===== src/rtl/scba_pkg.sv =====
package scba_pkg;

    // pool geometry
    localparam int POOL_BYTES      = 1024;
    localparam int MIN_BLOCK_BYTES = 8;
    localparam int NUM_CLASSES     = 7;

    // field widths
    localparam int SIZE_W   = 12;
    localparam int CLASS_W  = 3;
    localparam int SLOT_W   = 7;
    localparam int STATUS_W = 2;

    // slots in class 0, the widest row of free flags
    localparam int ROW_W   = POOL_BYTES / MIN_BLOCK_BYTES;
    localparam int COUNT_W = $clog2(ROW_W + 1);

    // largest request that may be granted
    localparam int MAX_REQ = POOL_BYTES / 2;

    // slot count of one class
    function automatic int class_count(input int k);
        return ROW_W >> k;
    endfunction

    // first flag bit of one class, classes packed from class 0 up
    function automatic int class_base(input int k);
        int base;
        base = 0;
        for (int j = 0; j < k; j++)
        begin
            base = base + class_count(j);
        end
        return base;
    endfunction

    localparam int FLAG_BITS = class_base(NUM_CLASSES);
    localparam int IDX_W     = $clog2(FLAG_BITS);

    // result status codes
    typedef enum logic [STATUS_W-1:0] {
        ST_OK    = 2'd0,
        ST_SIZE  = 2'd1,
        ST_FULL  = 2'd2,
        ST_RANGE = 2'd3
    } status_t;

    // request kinds
    typedef enum logic {
        ACT_ALLOC   = 1'b0,
        ACT_RELEASE = 1'b1
    } action_t;

    // controller states
    typedef enum logic {
        S_IDLE   = 1'b0,
        S_SEARCH = 1'b1
    } state_t;

    // commands from controller to datapath
    typedef struct packed {
        logic load;
        logic commit;
    } cmd_t;

endpackage


===== src/rtl/scba_controller.sv =====
module scba_controller
(
    input  logic            clk,
    input  logic            rst_n,
    input  logic            in_valid,
    output logic            in_ready,
    output logic            out_valid,
    input  logic            out_ready,
    output scba_pkg::cmd_t  cmd
);

    scba_pkg::state_t state_reg;
    scba_pkg::state_t state_next;
    logic             out_valid_reg;
    logic             out_valid_next;
    logic             out_free;

    // output register can take a new result
    assign out_free = !out_valid_reg || out_ready;

    // next state
    always_comb
    begin
        state_next = state_reg;
        case (state_reg)
            scba_pkg::S_IDLE:
            begin
                if (in_valid)
                begin
                    state_next = scba_pkg::S_SEARCH;
                end
            end
            scba_pkg::S_SEARCH:
            begin
                if (out_free)
                begin
                    state_next = scba_pkg::S_IDLE;
                end
            end
            default:
            begin
                state_next = scba_pkg::S_IDLE;
            end
        endcase
    end

    // outputs and commands
    always_comb
    begin
        in_ready   = 1'b0;
        cmd.load   = 1'b0;
        cmd.commit = 1'b0;
        case (state_reg)
            scba_pkg::S_IDLE:
            begin
                in_ready = 1'b1;
                cmd.load = in_valid;
            end
            scba_pkg::S_SEARCH:
            begin
                cmd.commit = out_free;
            end
            default:
            begin
                in_ready = 1'b0;
            end
        endcase
    end

    // result valid flag
    always_comb
    begin
        if (cmd.commit)
        begin
            out_valid_next = 1'b1;
        end
        else if (out_ready)
        begin
            out_valid_next = 1'b0;
        end
        else
        begin
            out_valid_next = out_valid_reg;
        end
    end

    always_ff @(posedge clk or negedge rst_n)
    begin
        if (!rst_n)
        begin
            state_reg     <= scba_pkg::S_IDLE;
            out_valid_reg <= 1'b0;
        end
        else
        begin
            state_reg     <= state_next;
            out_valid_reg <= out_valid_next;
        end
    end

    assign out_valid = out_valid_reg;

endmodule


===== src/rtl/scba_datapath.sv =====
module scba_datapath
(
    input  logic                             clk,
    input  logic                             rst_n,
    input  scba_pkg::cmd_t                   cmd,
    input  logic                             action,
    input  logic [scba_pkg::SIZE_W-1:0]      request_size,
    input  logic [scba_pkg::CLASS_W-1:0]     release_class,
    input  logic [scba_pkg::SLOT_W-1:0]      release_slot,
    output logic [scba_pkg::STATUS_W-1:0]    status,
    output logic [scba_pkg::CLASS_W-1:0]     granted_class,
    output logic [scba_pkg::SLOT_W-1:0]      granted_slot
);

    localparam int ROWS = 2 ** scba_pkg::CLASS_W;

    // free flags, one per slot of every class
    logic [scba_pkg::FLAG_BITS-1:0] flags_reg;
    logic [scba_pkg::FLAG_BITS-1:0] flags_next;

    // captured item
    logic                            act_reg;
    logic [scba_pkg::CLASS_W-1:0]    cls_reg;
    logic [scba_pkg::SLOT_W-1:0]     slot_reg;
    scba_pkg::status_t               pre_reg;
    logic [scba_pkg::ROW_W-1:0]      row_reg;

    // result registers
    logic [scba_pkg::STATUS_W-1:0]   status_reg;
    logic [scba_pkg::CLASS_W-1:0]    class_reg;
    logic [scba_pkg::SLOT_W-1:0]     gslot_reg;

    logic [scba_pkg::ROW_W-1:0]      row_arr [ROWS];
    logic [scba_pkg::ROW_W-1:0]      row_sel;
    logic                            size_bad;
    logic                            rel_bad;
    logic [scba_pkg::CLASS_W-1:0]    alloc_cls;
    logic [scba_pkg::COUNT_W-1:0]    rel_count;

    logic [scba_pkg::ROW_W-1:0]      lowest;
    logic                            found;
    logic [scba_pkg::SLOT_W-1:0]     enc_slot;
    logic [scba_pkg::SLOT_W-1:0]     tgt_slot;
    logic [scba_pkg::IDX_W-1:0]      flag_idx;
    scba_pkg::status_t               fin_status;

    // rows of flags per class, zero padded above the slot count
    genvar k;
    generate
        for (k = 0; k < ROWS; k++)
        begin : g_row
            if (k < scba_pkg::NUM_CLASSES)
            begin : g_used
                localparam int CNT  = scba_pkg::class_count(k);
                localparam int BASE = scba_pkg::class_base(k);
                if (CNT < scba_pkg::ROW_W)
                begin : g_pad
                    assign row_arr[k] = {{(scba_pkg::ROW_W - CNT){1'b0}},
                                         flags_reg[BASE +: CNT]};
                end
                else
                begin : g_full
                    assign row_arr[k] = flags_reg[BASE +: CNT];
                end
            end
            else
            begin : g_empty
                assign row_arr[k] = '0;
            end
        end
    endgenerate

    // request size to class: smallest block that holds the request
    always_comb
    begin
        alloc_cls = '0;
        for (int j = 0; j < scba_pkg::NUM_CLASSES - 1; j++)
        begin
            if (request_size > scba_pkg::SIZE_W'(scba_pkg::MIN_BLOCK_BYTES << j))
            begin
                alloc_cls = scba_pkg::CLASS_W'(j + 1);
            end
        end
    end

    assign size_bad = (request_size == '0) ||
                      (request_size > scba_pkg::SIZE_W'(scba_pkg::MAX_REQ));

    // release range check
    assign rel_count = scba_pkg::COUNT_W'(scba_pkg::ROW_W) >> release_class;
    assign rel_bad   = (release_class >= scba_pkg::CLASS_W'(scba_pkg::NUM_CLASSES)) ||
                       (scba_pkg::COUNT_W'(release_slot) >= rel_count);

    assign row_sel = row_arr[alloc_cls];

    // capture on input transfer
    always_ff @(posedge clk)
    begin
        if (cmd.load)
        begin
            act_reg <= action;
            row_reg <= row_sel;
            if (action == scba_pkg::ACT_RELEASE)
            begin
                cls_reg  <= release_class;
                slot_reg <= release_slot;
                pre_reg  <= rel_bad ? scba_pkg::ST_RANGE : scba_pkg::ST_OK;
            end
            else
            begin
                cls_reg  <= size_bad ? '0 : alloc_cls;
                slot_reg <= '0;
                pre_reg  <= size_bad ? scba_pkg::ST_SIZE : scba_pkg::ST_OK;
            end
        end
    end

    // lowest free slot of the captured row
    assign lowest = row_reg & (~row_reg + scba_pkg::ROW_W'(1));
    assign found  = |row_reg;

    always_comb
    begin
        enc_slot = '0;
        for (int b = 0; b < scba_pkg::ROW_W; b++)
        begin
            if (lowest[b])
            begin
                enc_slot = enc_slot | scba_pkg::SLOT_W'(b);
            end
        end
    end

    // final status and slot
    always_comb
    begin
        fin_status = pre_reg;
        tgt_slot   = slot_reg;
        if (pre_reg == scba_pkg::ST_OK && act_reg == scba_pkg::ACT_ALLOC)
        begin
            if (found)
            begin
                tgt_slot = enc_slot;
            end
            else
            begin
                fin_status = scba_pkg::ST_FULL;
            end
        end
    end

    // flag index of the target slot
    always_comb
    begin
        flag_idx = '0;
        for (int j = 0; j < scba_pkg::NUM_CLASSES; j++)
        begin
            if (cls_reg == scba_pkg::CLASS_W'(j))
            begin
                flag_idx = scba_pkg::IDX_W'(scba_pkg::class_base(j)) +
                           scba_pkg::IDX_W'(tgt_slot);
            end
        end
    end

    // flag update: allocate clears, release sets
    always_comb
    begin
        flags_next = flags_reg;
        if (cmd.commit && fin_status == scba_pkg::ST_OK)
        begin
            flags_next[flag_idx] = act_reg;
        end
    end

    always_ff @(posedge clk or negedge rst_n)
    begin
        if (!rst_n)
        begin
            flags_reg <= '1;
        end
        else
        begin
            flags_reg <= flags_next;
        end
    end

    // result register
    always_ff @(posedge clk)
    begin
        if (cmd.commit)
        begin
            status_reg <= fin_status;
            class_reg  <= cls_reg;
            gslot_reg  <= tgt_slot;
        end
    end

    assign status        = status_reg;
    assign granted_class = class_reg;
    assign granted_slot  = gslot_reg;

endmodule


===== src/rtl/size_class_block_allocator_core.sv =====
// channel   | direction | handshake           | payload
// ----------+-----------+---------------------+-------------------------------------------
// request   | in        | in_valid / in_ready | action, request_size, release_class,
//           |           |                     | release_slot
// result    | out       | out_valid/out_ready | status, granted_class, granted_slot
//
// each item is captured with its class row of free flags in the idle state, then
// the search state finds the lowest free slot and updates the flags.
// one item is in work at a time; the next transfer is taken once the result is
// in the output register, even while that result waits.
// a stalled output holds the search cycle until the output register frees up.
// reset clears all free flags to one (every slot free) at once; no sweep.
module size_class_block_allocator_core
(
    input  logic                             clk,
    input  logic                             rst_n,
    input  logic                             in_valid,
    output logic                             in_ready,
    input  logic                             action,
    input  logic [scba_pkg::SIZE_W-1:0]      request_size,
    input  logic [scba_pkg::CLASS_W-1:0]     release_class,
    input  logic [scba_pkg::SLOT_W-1:0]      release_slot,
    output logic                             out_valid,
    input  logic                             out_ready,
    output logic [scba_pkg::STATUS_W-1:0]    status,
    output logic [scba_pkg::CLASS_W-1:0]     granted_class,
    output logic [scba_pkg::SLOT_W-1:0]      granted_slot
);

    scba_pkg::cmd_t cmd;

    // sequencing
    scba_controller u_ctrl
    (
        .clk       (clk),
        .rst_n     (rst_n),
        .in_valid  (in_valid),
        .in_ready  (in_ready),
        .out_valid (out_valid),
        .out_ready (out_ready),
        .cmd       (cmd)
    );

    // flags, class mapping and slot search
    scba_datapath u_dp
    (
        .clk           (clk),
        .rst_n         (rst_n),
        .cmd           (cmd),
        .action        (action),
        .request_size  (request_size),
        .release_class (release_class),
        .release_slot  (release_slot),
        .status        (status),
        .granted_class (granted_class),
        .granted_slot  (granted_slot)
    );

endmodule


===== config.mk =====
export PLATFORM = sky130hd
export DESIGN_NAME = size_class_block_allocator_core
export DESIGN_NICKNAME = d
export VERILOG_FILES = /design/src/rtl/scba_pkg.sv /design/src/rtl/scba_controller.sv /design/src/rtl/scba_datapath.sv /design/src/rtl/size_class_block_allocator_core.sv
export SDC_FILE = /design/constraint.sdc
export NUM_CORES = 1
export LEC_CHECK = 0
export BUFFER_PORTS_ARGS = -buffer_cell sky130_fd_sc_hd__buf_4
export CORE_MARGIN = 10
export CORE_UTILIZATION = 31
export DETAILED_ROUTE_END_ITERATION = 12
export SKIP_CTS_REPAIR_TIMING = 1
export SLEW_MARGIN = 30
export SYNTH_ARGS = -nofsm -noshare
export SYNTH_HDL_FRONTEND = slang
export SYNTH_HIERARCHICAL = 1
export SYNTH_SLANG_ARGS = --single-unit

===== constraint.sdc =====
create_clock -name clk -period 10 [get_ports clk]
set_input_delay 2 -clock clk [delete_from_list [all_inputs] [get_ports clk]]
set_output_delay 2 -clock clk [all_outputs]
set_load 0.1 [all_outputs]

---- Word level (Yosys, flattened, before mapping) ----
Cells that the tools add are included.
cells by class
  add/sub/neg operators ................... 7
  reductions and logical operators ........ 14
  equal/unequal tests ..................... 8
  magnitude comparators ................... 12
  mux-type cells .......................... 172
  shift-type cells ........................ 1
  bitwise logic cells ..................... 5
operator list
  operator                                              count
  2-to-1 mux 7 bit                                      70
  binary-select mux 128 bit (select 3 bit)              1
  2-to-1 mux 128 bit                                    2
  bitwise mux 254 bit                                   1
  2-to-1 mux 6 bit                                      32
  adder 128 x 1 -> 128 bit, second input constant       1
  AND 128 bit                                           1
  inverter 128 bit                                      1
  OR reduction 128 bit                                  1
  2-to-1 mux 5 bit                                      16
  adder 8 x 7 -> 8 bit, first input constant            6
  2-to-1 mux 8 bit                                      6
  2-to-1 mux 3 bit                                      12
  2-to-1 mux 4 bit                                      8
  2-to-1 mux 2 bit                                      8
  2-to-1 mux 1 bit                                      14
  > comparator 12 x 10 -> 1 bit, second input constant  1
  > comparator 12 x 4 -> 1 bit, second input constant   1
  > comparator 12 x 5 -> 1 bit, second input constant   1
  > comparator 12 x 6 -> 1 bit, second input constant   1
  > comparator 12 x 7 -> 1 bit, second input constant   1
  > comparator 12 x 8 -> 1 bit, second input constant   1
  > comparator 12 x 9 -> 1 bit, second input constant   1
  logical NOT 12 bit                                    1
  22 further kinds                                      31
storage, ports and cells
  bits in registers ....................... 409
  word-level logic and storage cells ...... 230
  input port bits ......................... 27

---- Logic depth before layout (Yosys ltp) ----
Gate-level depths: netlist of run 1.
  depth in word-level cells ............... 145
  mapped depth ............................ 23

---- Modules after synthesis ----
Netlist of run 1, hierarchy kept.
by module, submodules not included
  module           cells each  instances  area each (um^2)
  scba_datapath    2,161       1          23,069.6
  scba_controller  9           1          101.3

---- Worst setup path after synthesis of run 1 ----
OpenSTA, ideal clock, no wires.
  path kind ............................... input to register
  start ................................... input port in_valid
  end ..................................... register u_dp.act_reg (enable)
  stages on the path ...................... 1
  setup slack ............................. 3.873 ns
  arrival time ............................ 5.595 ns
  required time ........................... 9.468 ns
  cells stage by stage .................... nor2b_2
between the ends
  word-level cells in the longest chain between the ends .. 1
RTL lines
  element                 RTL line                               RTL
  start: declaration      size_class_block_allocator_core.sv:17  input logic in_valid,
  2-to-1 mux 1 bit        scba_controller.sv:53                  case (state_reg)
  end signal: assignment  scba_datapath.sv:101                   act_reg <= action;
  end: declaration        scba_datapath.sv:22                    logic act_reg;
No other way between the ends.
A chain may end at the register's enable or synchronous reset.

---- Worst setup path in the final report of run 1 ----
  start ................................... register u_dp/row_reg[32] (netlist name)
  end ..................................... register u_dp/flags_reg[103] (netlist name)
between the ends
  word-level cells in the longest chain between the ends .. 114
  elaborated cells on any way between the ends .. 127
  classes of those cells .................. 7 x add/sub; 2 x order compare; 112 x mux; 2 x bitwise; 4 x reduce/logical
RTL lines
  element                                                                                                                 RTL line                                    RTL
  start: declaration                                                                                                      scba_datapath.sv:26                         logic [scba_pkg::ROW_W-1:0] row_reg;
  start signal: assignment                                                                                                scba_datapath.sv:102                        row_reg <= row_sel;
  inverter 128 bit                                                                                                        scba_datapath.sv:119                        assign lowest = row_reg & (~row_reg + scba_pkg::ROW_W'(1));
  adder 128 x 1 -> 128 bit                                                                                                scba_datapath.sv:119
  AND 128 bit                                                                                                             scba_datapath.sv:119
  2-to-1 mux 6 bit (32 in a row)                                                                                          scba_datapath.sv:127                        if (lowest[b])
  2-to-1 mux 7 bit (64 in a row)                                                                                          scba_datapath.sv:127
  2-to-1 mux 7 bit                                                                                                        scba_datapath.sv:141                        if (found)
  2-to-1 mux 7 bit (2 in a row)                                                                                           scba_datapath.sv:139                        if (pre_reg == scba_pkg::ST_OK && act_reg == scba_pkg::ACT_ALLOC)
  adder 8 x 7 -> 8 bit / 2-to-1 mux 7 bit (equally long branches)                                                         scba_datapath.sv:160, scba_datapath.sv:158
  2-to-1 mux 8 bit (6 in a row)                                                                                           scba_datapath.sv:158                        if (cls_reg == scba_pkg::CLASS_W'(j))
  < comparator 8 x 9 -> 1 bit (not written as such) / greater-or-equal comparator 8 x 1 -> 1 bit (equally long branches)  scba_datapath.sv:172                        flags_next[flag_idx] = act_reg;
  logical AND 1 bit (not written as such)                                                                                 scba_datapath.sv:172
  2-to-1 mux 1 bit (not written as such)                                                                                  scba_datapath.sv:172
  demux 1 bit (select 8 bit)                                                                                              --
  bitwise mux 254 bit                                                                                                     scba_datapath.sv:172
  end signal: assignment                                                                                                  scba_datapath.sv:184                        flags_reg <= flags_next;
  end: declaration                                                                                                        scba_datapath.sv:18                         logic [scba_pkg::FLAG_BITS-1:0] flags_reg;
Parallel ways exist; a longest one is shown, timed or not. The select of a mux whose other input is x is not followed.

==> results.toml, run 1 <==
[clocking]
cts_buffers = 45
root_buffer = "clkbuf_16"
cts_tree = "yes"
path_clk_slew_ns = 0.06
numClockSinks = 409
htreeDepth = 2
clockBufferDepth = 3
worstSkewPairLatency_ns = 0.61

[die]
die_width_um = 293
num_io_pins = 41
core_region_area_um2 = 74300
row_count = 100
die_h_um = 293
fp.dieArea_um2 = 86100
initial_utilization_pct = 31.2

[final_layout]
drive_gt1_share_pct = 32.0
most-common-layout-cells = "dfstp_2 (254), nor3_1 (188), mux2_2 (184)"
final_common_cell = "dfstp_2"
fin_nets = 2187
largest_reg_flops = 254
syn_to_final_growth_pct = 12.0
antenna_cells = 0

[critical_path]
r2r_start = "u_dp/row_reg[32]"
startpoint = "u_dp/row_reg[32]"
worstRegToRegCells = 19
cp.required_ns = 10.50
cp.arrival_ns = 7.80
crit-reg2reg-capture = "u_dp/flags_reg[103]"
crit_fanout = 36
endpoint = "u_dp/flags_reg[103]"
reg2reg_slack_ns = 2.70
worstSetupPathType = "register to register"
start_kind = "register"
end_kind = "register"

[route]
drt-initial-drc-count = 1780
wl_um = 78500
wl_per_cell_um = 24.9
via_per_inst = 5.75
dr.pass1.iters = 5
vias = 18100
ant_nets = 0
drc = 0

[power_and_ir_drop]
comb_power_share_pct = 13.9
max-vdd-ir-drop_uv = 136
seqPwrFrac_pct = 45.6
power_density_nw_per_um2 = 163
leakage_nw = 8.77
finalPower_mw = 4.23
p_sw_share_pct = 29.8
p_int_mw = 2.97
p_sw_mw = 1.26
p_clk_share_pct = 40.5

[timing]
fin_ws_ns = 2.70
max_slew_margin_pct = 28.1
setup-tns-final_ns = 0
timing.final.crit_share_pct = 73.0
final_hold_viol_count = 0
clock.fmax_mhz = 137
finalClockSkew_ns = 0.0461
hold_slack_ns = 0.482
period_minus_slack_ns = 7.30
setup_violations = 0
slew_violations = 0
grt_setup_unrepaired = "no"
worst_pin_slew_ns = 1.08

[synth]
ys_seq_area_share_pct = 48.8
synth_edf_count = 153
syn-mean-instance-area_um2 = 10.7
syn-instance-count = 2170
ys_async_sr_fraction_pct = 62.6
synthesis.area_um2 = 23200
ys.flop_type = "dfstp_2"
ys_seq_elements = 409
yosysWarningCount = 6
synth_fp_nets = 2210
synth.distinct_cells = 109

[global_route]
gr-usage-all-layers_pct = 17.8
grt_pass1_wl_um = 118000
antenna_found_initial = 0
first_global_vias = 18000
grt_max_degree = 258
grt-ovfl-total = 0

[place]
dp_slack_ns = 2.93
gp_congestion = 0.979
dpl.hpwl_um = 54100
io_buffer_count = 40

[run_status]
run_status = "finished clean"

[hold_path]
holdCritPathClass = "register to register"

[job]
cap_violations = 0
## routing by layer
metal / global-route usage [%] / vias to the layer above / routed length [um]
li1: - / 8123 / -
met1: 24.7 / 9274 / 35300
met2: 28.2 / 602 / 36400
met3: 2.07 / 135 / 3940
met4: 6.59 / 0 / 2770
met5: 0 / - / 0
## synth_stat cells (8+ instances only)
cell type	n	area, um^2
a21oi_1	84	420
a31oi_1	14	87.6
and2_1	100	626
and3_1	9	56.3
buf_2	42	210
buf_4	17	128
clkbuf_1	77	289
dfstp_2	254	6670
edfxtp_1	153	4590
ha_1	13	163
inv_1	30	113
mux2_1	69	777
mux2_2	184	2070
mux2i_1	8	80.1
mux4_2	11	248
nand2_1	178	668
nand2b_1	12	75.1
nand3_1	164	821
nand3b_1	10	75.1
nand4_1	69	432
nor2_1	98	368
nor2b_1	15	93.8
nor3_1	190	951
nor3_2	21	210
nor4_1	64	400
o2111ai_1	8	70.1
o211ai_1	15	113
o21ai_0	33	165
o22ai_1	9	56.3
o31ai_1	11	82.6
or3_1	9	56.3
## area by class of cell
cell class / instances / area [um^2]
Fill cell: 7462 / 48400
Clock inverter: 23 / 280
Clock buffer: 61 / 1250
Timing Repair Buffer: 76 / 649
Multi-Input combinational cell: 1583 / 11100
Inverter: 32 / 120
Tap cell: 969 / 1210
Sequential cell: 409 / 11300
## worst min path at each step
stage	startpoint	endpoint	slack [ns]	cells after the start
2_1_floorplan	u_dp/cls_reg[0]	u_dp/granted_class[0]	0.42	0
3_3_place_gp	u_dp/flags_reg[138]	u_dp/flags_reg[138]	0.46	2
3_5_place_dp	u_dp/flags_reg[138]	u_dp/flags_reg[138]	0.47	2
4_1_cts	u_dp/flags_reg[138]	u_dp/flags_reg[138]	0.48	2
5_1_grt	u_dp/flags_reg[74]	u_dp/flags_reg[74]	0.50	2
6_report	u_dp/flags_reg[74]	u_dp/flags_reg[74]	0.48	2
## power groups by stage
stage               sequential (mW)  clock, mW  combinational, mW
floorplan                      1.97          0              0.355
global placement               1.96          0              0.565
detailed placement             1.96          0              0.577
CTS                            1.93       1.76              0.580
global route                   1.94       1.82              0.626
finish                         1.93       1.71              0.589
## worst max-delay path: stages, from the launching register on
cell	delay, ns
edfxtp_1	0.52
nor4_1	0.81
nand2_1	0.41
nor3_1	0.69
nand2_1	0.47
o311ai_0	0.91
nor3_1	0.14
nand4_1	0.26
o22ai_1	0.23
ha_1	0.28
inv_1	0.16
nand2_1	0.08
o31a_1	0.26
mux2_2	0.27
o211ai_2	0.12
a21oi_2	0.12
or2_2	0.35
buf_4	0.32
nor3_1	0.35
mux2_2	0.37
## per-stage QoR
step	cell area, um^2	util [%]	std cells
2_1_floorplan	23200	-	2170
3_3_place_gp	24300	32.7	3065
3_5_place_dp	24300	32.8	3066
4_1_cts	25900	34.8	3150
5_1_grt	26000	34.9	3153
6_report	26000	34.9	3153
## cells by family after synthesis
group	Yosys count	share of synthesized area, %
AOI/OAI and AO/OA	274	8.47
xor gates and xnor gates	4	0.151
adders and majority gates	13	0.702
buffers and inverters	178	3.62
DFF	409	48.8
muxes	273	13.8
and+or+nand+nor	1019	24.4
No activity file was read; power rests on OpenSTA's default activity.
==> inputs of run 2 (changes only) <==
==> constraint.sdc (replaced) <==
create_clock -name clk -period 7.5 [get_ports clk]
set_input_delay 1.5 -clock clk [delete_from_list [all_inputs] [get_ports clk]]
set_output_delay 1.5 -clock clk [all_outputs]
set_load 0.1 [all_outputs]
==> run 2 against run 1 <==
Effect of this change: non-clock buffer count increased by 38; hold slack lost 0.0015 ns; sequential share of layout area decreased by 0.64 points; total power is 34% higher; combinational power increased by 41%; critical path type unchanged; largest cell class unchanged; highest routed layer is now met5.
==> results.toml, run 2 (synthesis results as in run 1) <==
[timing]
grt_setup_unrepaired = "no"
max_slew_margin_pct = 32.1
timing.final.crit_share_pct = 86.0
final_hold_viol_count = 0
finalClockSkew_ns = 0.0688
hold_slack_ns = 0.480
setup_violations = 0
setup-tns-final_ns = 0
period_minus_slack_ns = 6.45
slew_violations = 0
worst_pin_slew_ns = 1.01
clock.fmax_mhz = 155

[die]
die_h_um = 293
row_count = 100
fp.dieArea_um2 = 86100
initial_utilization_pct = 31.2
core_region_area_um2 = 74300
die_width_um = 293
num_io_pins = 41

[critical_path]
worstRegToRegCells = 19
cp.arrival_ns = 6.93
worstSetupPathType = "register to register"
endpoint = "u_dp/flags_reg[110]"
reg2reg_slack_ns = 1.05
r2r_start = "u_dp/row_reg[55]"
crit_fanout = 36
start_kind = "register"
end_kind = "register"
crit-reg2reg-capture = "u_dp/flags_reg[110]"
startpoint = "u_dp/row_reg[55]"
cp.required_ns = 7.98

[global_route]
grt-ovfl-total = 0
grt_max_degree = 257
first_global_vias = 18200
gr-usage-all-layers_pct = 18.8
grt_pass1_wl_um = 123000
antenna_found_initial = 3

[place]
gp_congestion = 0.931
io_buffer_count = 40
dpl.hpwl_um = 57900

[route]
wl_per_cell_um = 25.9
dr.pass1.iters = 5
via_per_inst = 5.77
vias = 18400
ant_nets = 0
wl_um = 82900
drt-initial-drc-count = 1634
drc = 0

[power_and_ir_drop]
max-vdd-ir-drop_uv = 164
power_density_nw_per_um2 = 215
leakage_nw = 8.99

[clocking]
path_clk_slew_ns = 0.06
clockBufferDepth = 3
root_buffer = "clkbuf_16"
worstSkewPairLatency_ns = 0.62
htreeDepth = 2
cts_tree = "yes"
cts_buffers = 47
numClockSinks = 409

[job]
cap_violations = 0

[hold_path]
hp-start = "u_dp/flags_reg[74]"
holdCritPathClass = "register to register"

[final_layout]
fill_cells = 7417
drive_gt1_share_pct = 32.7
antenna_cells = 0
most-common-layout-cells = "dfstp_2 (254), nor3_1 (188), mux2_2 (184)"
final_common_cell = "dfstp_2"
syn_to_final_growth_pct = 13.7
fin_nets = 2227
largest_reg_flops = 254

[run_status]
run_status = "finished clean"
-- run 2: critical path, stage by stage (launching register included) --
cell	delay [ns]
edfxtp_1	0.54
nor4_4	0.49
nand4_1	0.68
nor4_1	0.87
nand2_1	0.14
or4b_1	0.50
o211a_1	0.20
nand3_1	0.23
o22ai_1	0.22
ha_1	0.27
inv_1	0.16
nand2_1	0.07
o31a_1	0.26
mux2_2	0.27
o211ai_2	0.12
a21oi_2	0.11
or2_2	0.38
buf_12	0.18
nor3_1	0.24
mux2_2	0.36
-- run 2: per-layer routing --
layer	GRT usage, %	share of wire [%]	vias up
met5	0	0.034	-
met4	6.65	3.6	4
met3	3.02	6.2	146
met2	30.4	47	717
met1	25.1	43	9330
li1	-	-	8228
-- run 2: how the worst min path moves through the flow --
| stage | endpoint | slack, ns | depth (start not counted) |
|---|---|---|---|
| finish | u_dp/flags_reg[74] | 0.48 | 2 |
| global route | u_dp/flags_reg[74] | 0.50 | 2 |
| CTS | u_dp/flags_reg[74] | 0.48 | 2 |
| detailed placement | u_dp/flags_reg[74] | 0.47 | 2 |
| global placement | u_dp/flags_reg[10] | 0.46 | 2 |
| floorplan | u_dp/granted_class[0] | 0.42 | 0 |
-- run 2: power breakdown --
part / internal, mW / total [mW] / switching [mW]
logic: 0.217 / 0.828 / 0.610
registers: 2.46 / 2.58 / 0.122
clock network: 1.29 / 2.25 / 0.960
total: 3.97 / 5.66 / 1.69
-- run 2: cell type report --
| type | instances | area [um^2] | area share [%] |
|---|---|---|---|
| flip-flops and latches | 409 | 11300 | 43.0 |
| repair buffers | 114 | 1050 | 4.00 |
| well taps | 969 | 1210 | 4.60 |
| clock inverters | 25 | 250 | 0.950 |
| inverters | 32 | 120 | 0.456 |
| clock buffers | 63 | 1290 | 4.89 |
| multi-input cells | 1583 | 11100 | 42.2 |
-- run 2: stage by stage --
step / util, % / cells / worst slack, ns / total power [mW] / cell area [um^2]
after floorplan: - / 2170 / 1.87 / 3.10 / 23200
after global placement: 33.3 / 3105 / 0.905 / 3.42 / 24700
after detailed placement: 33.3 / 3105 / 1.02 / 3.43 / 24700
after CTS: 35.3 / 3193 / 0.940 / 5.71 / 26300
after global routing: 35.5 / 3195 / 0.778 / 5.87 / 26400
final: 35.5 / 3195 / 1.05 / 5.66 / 26400
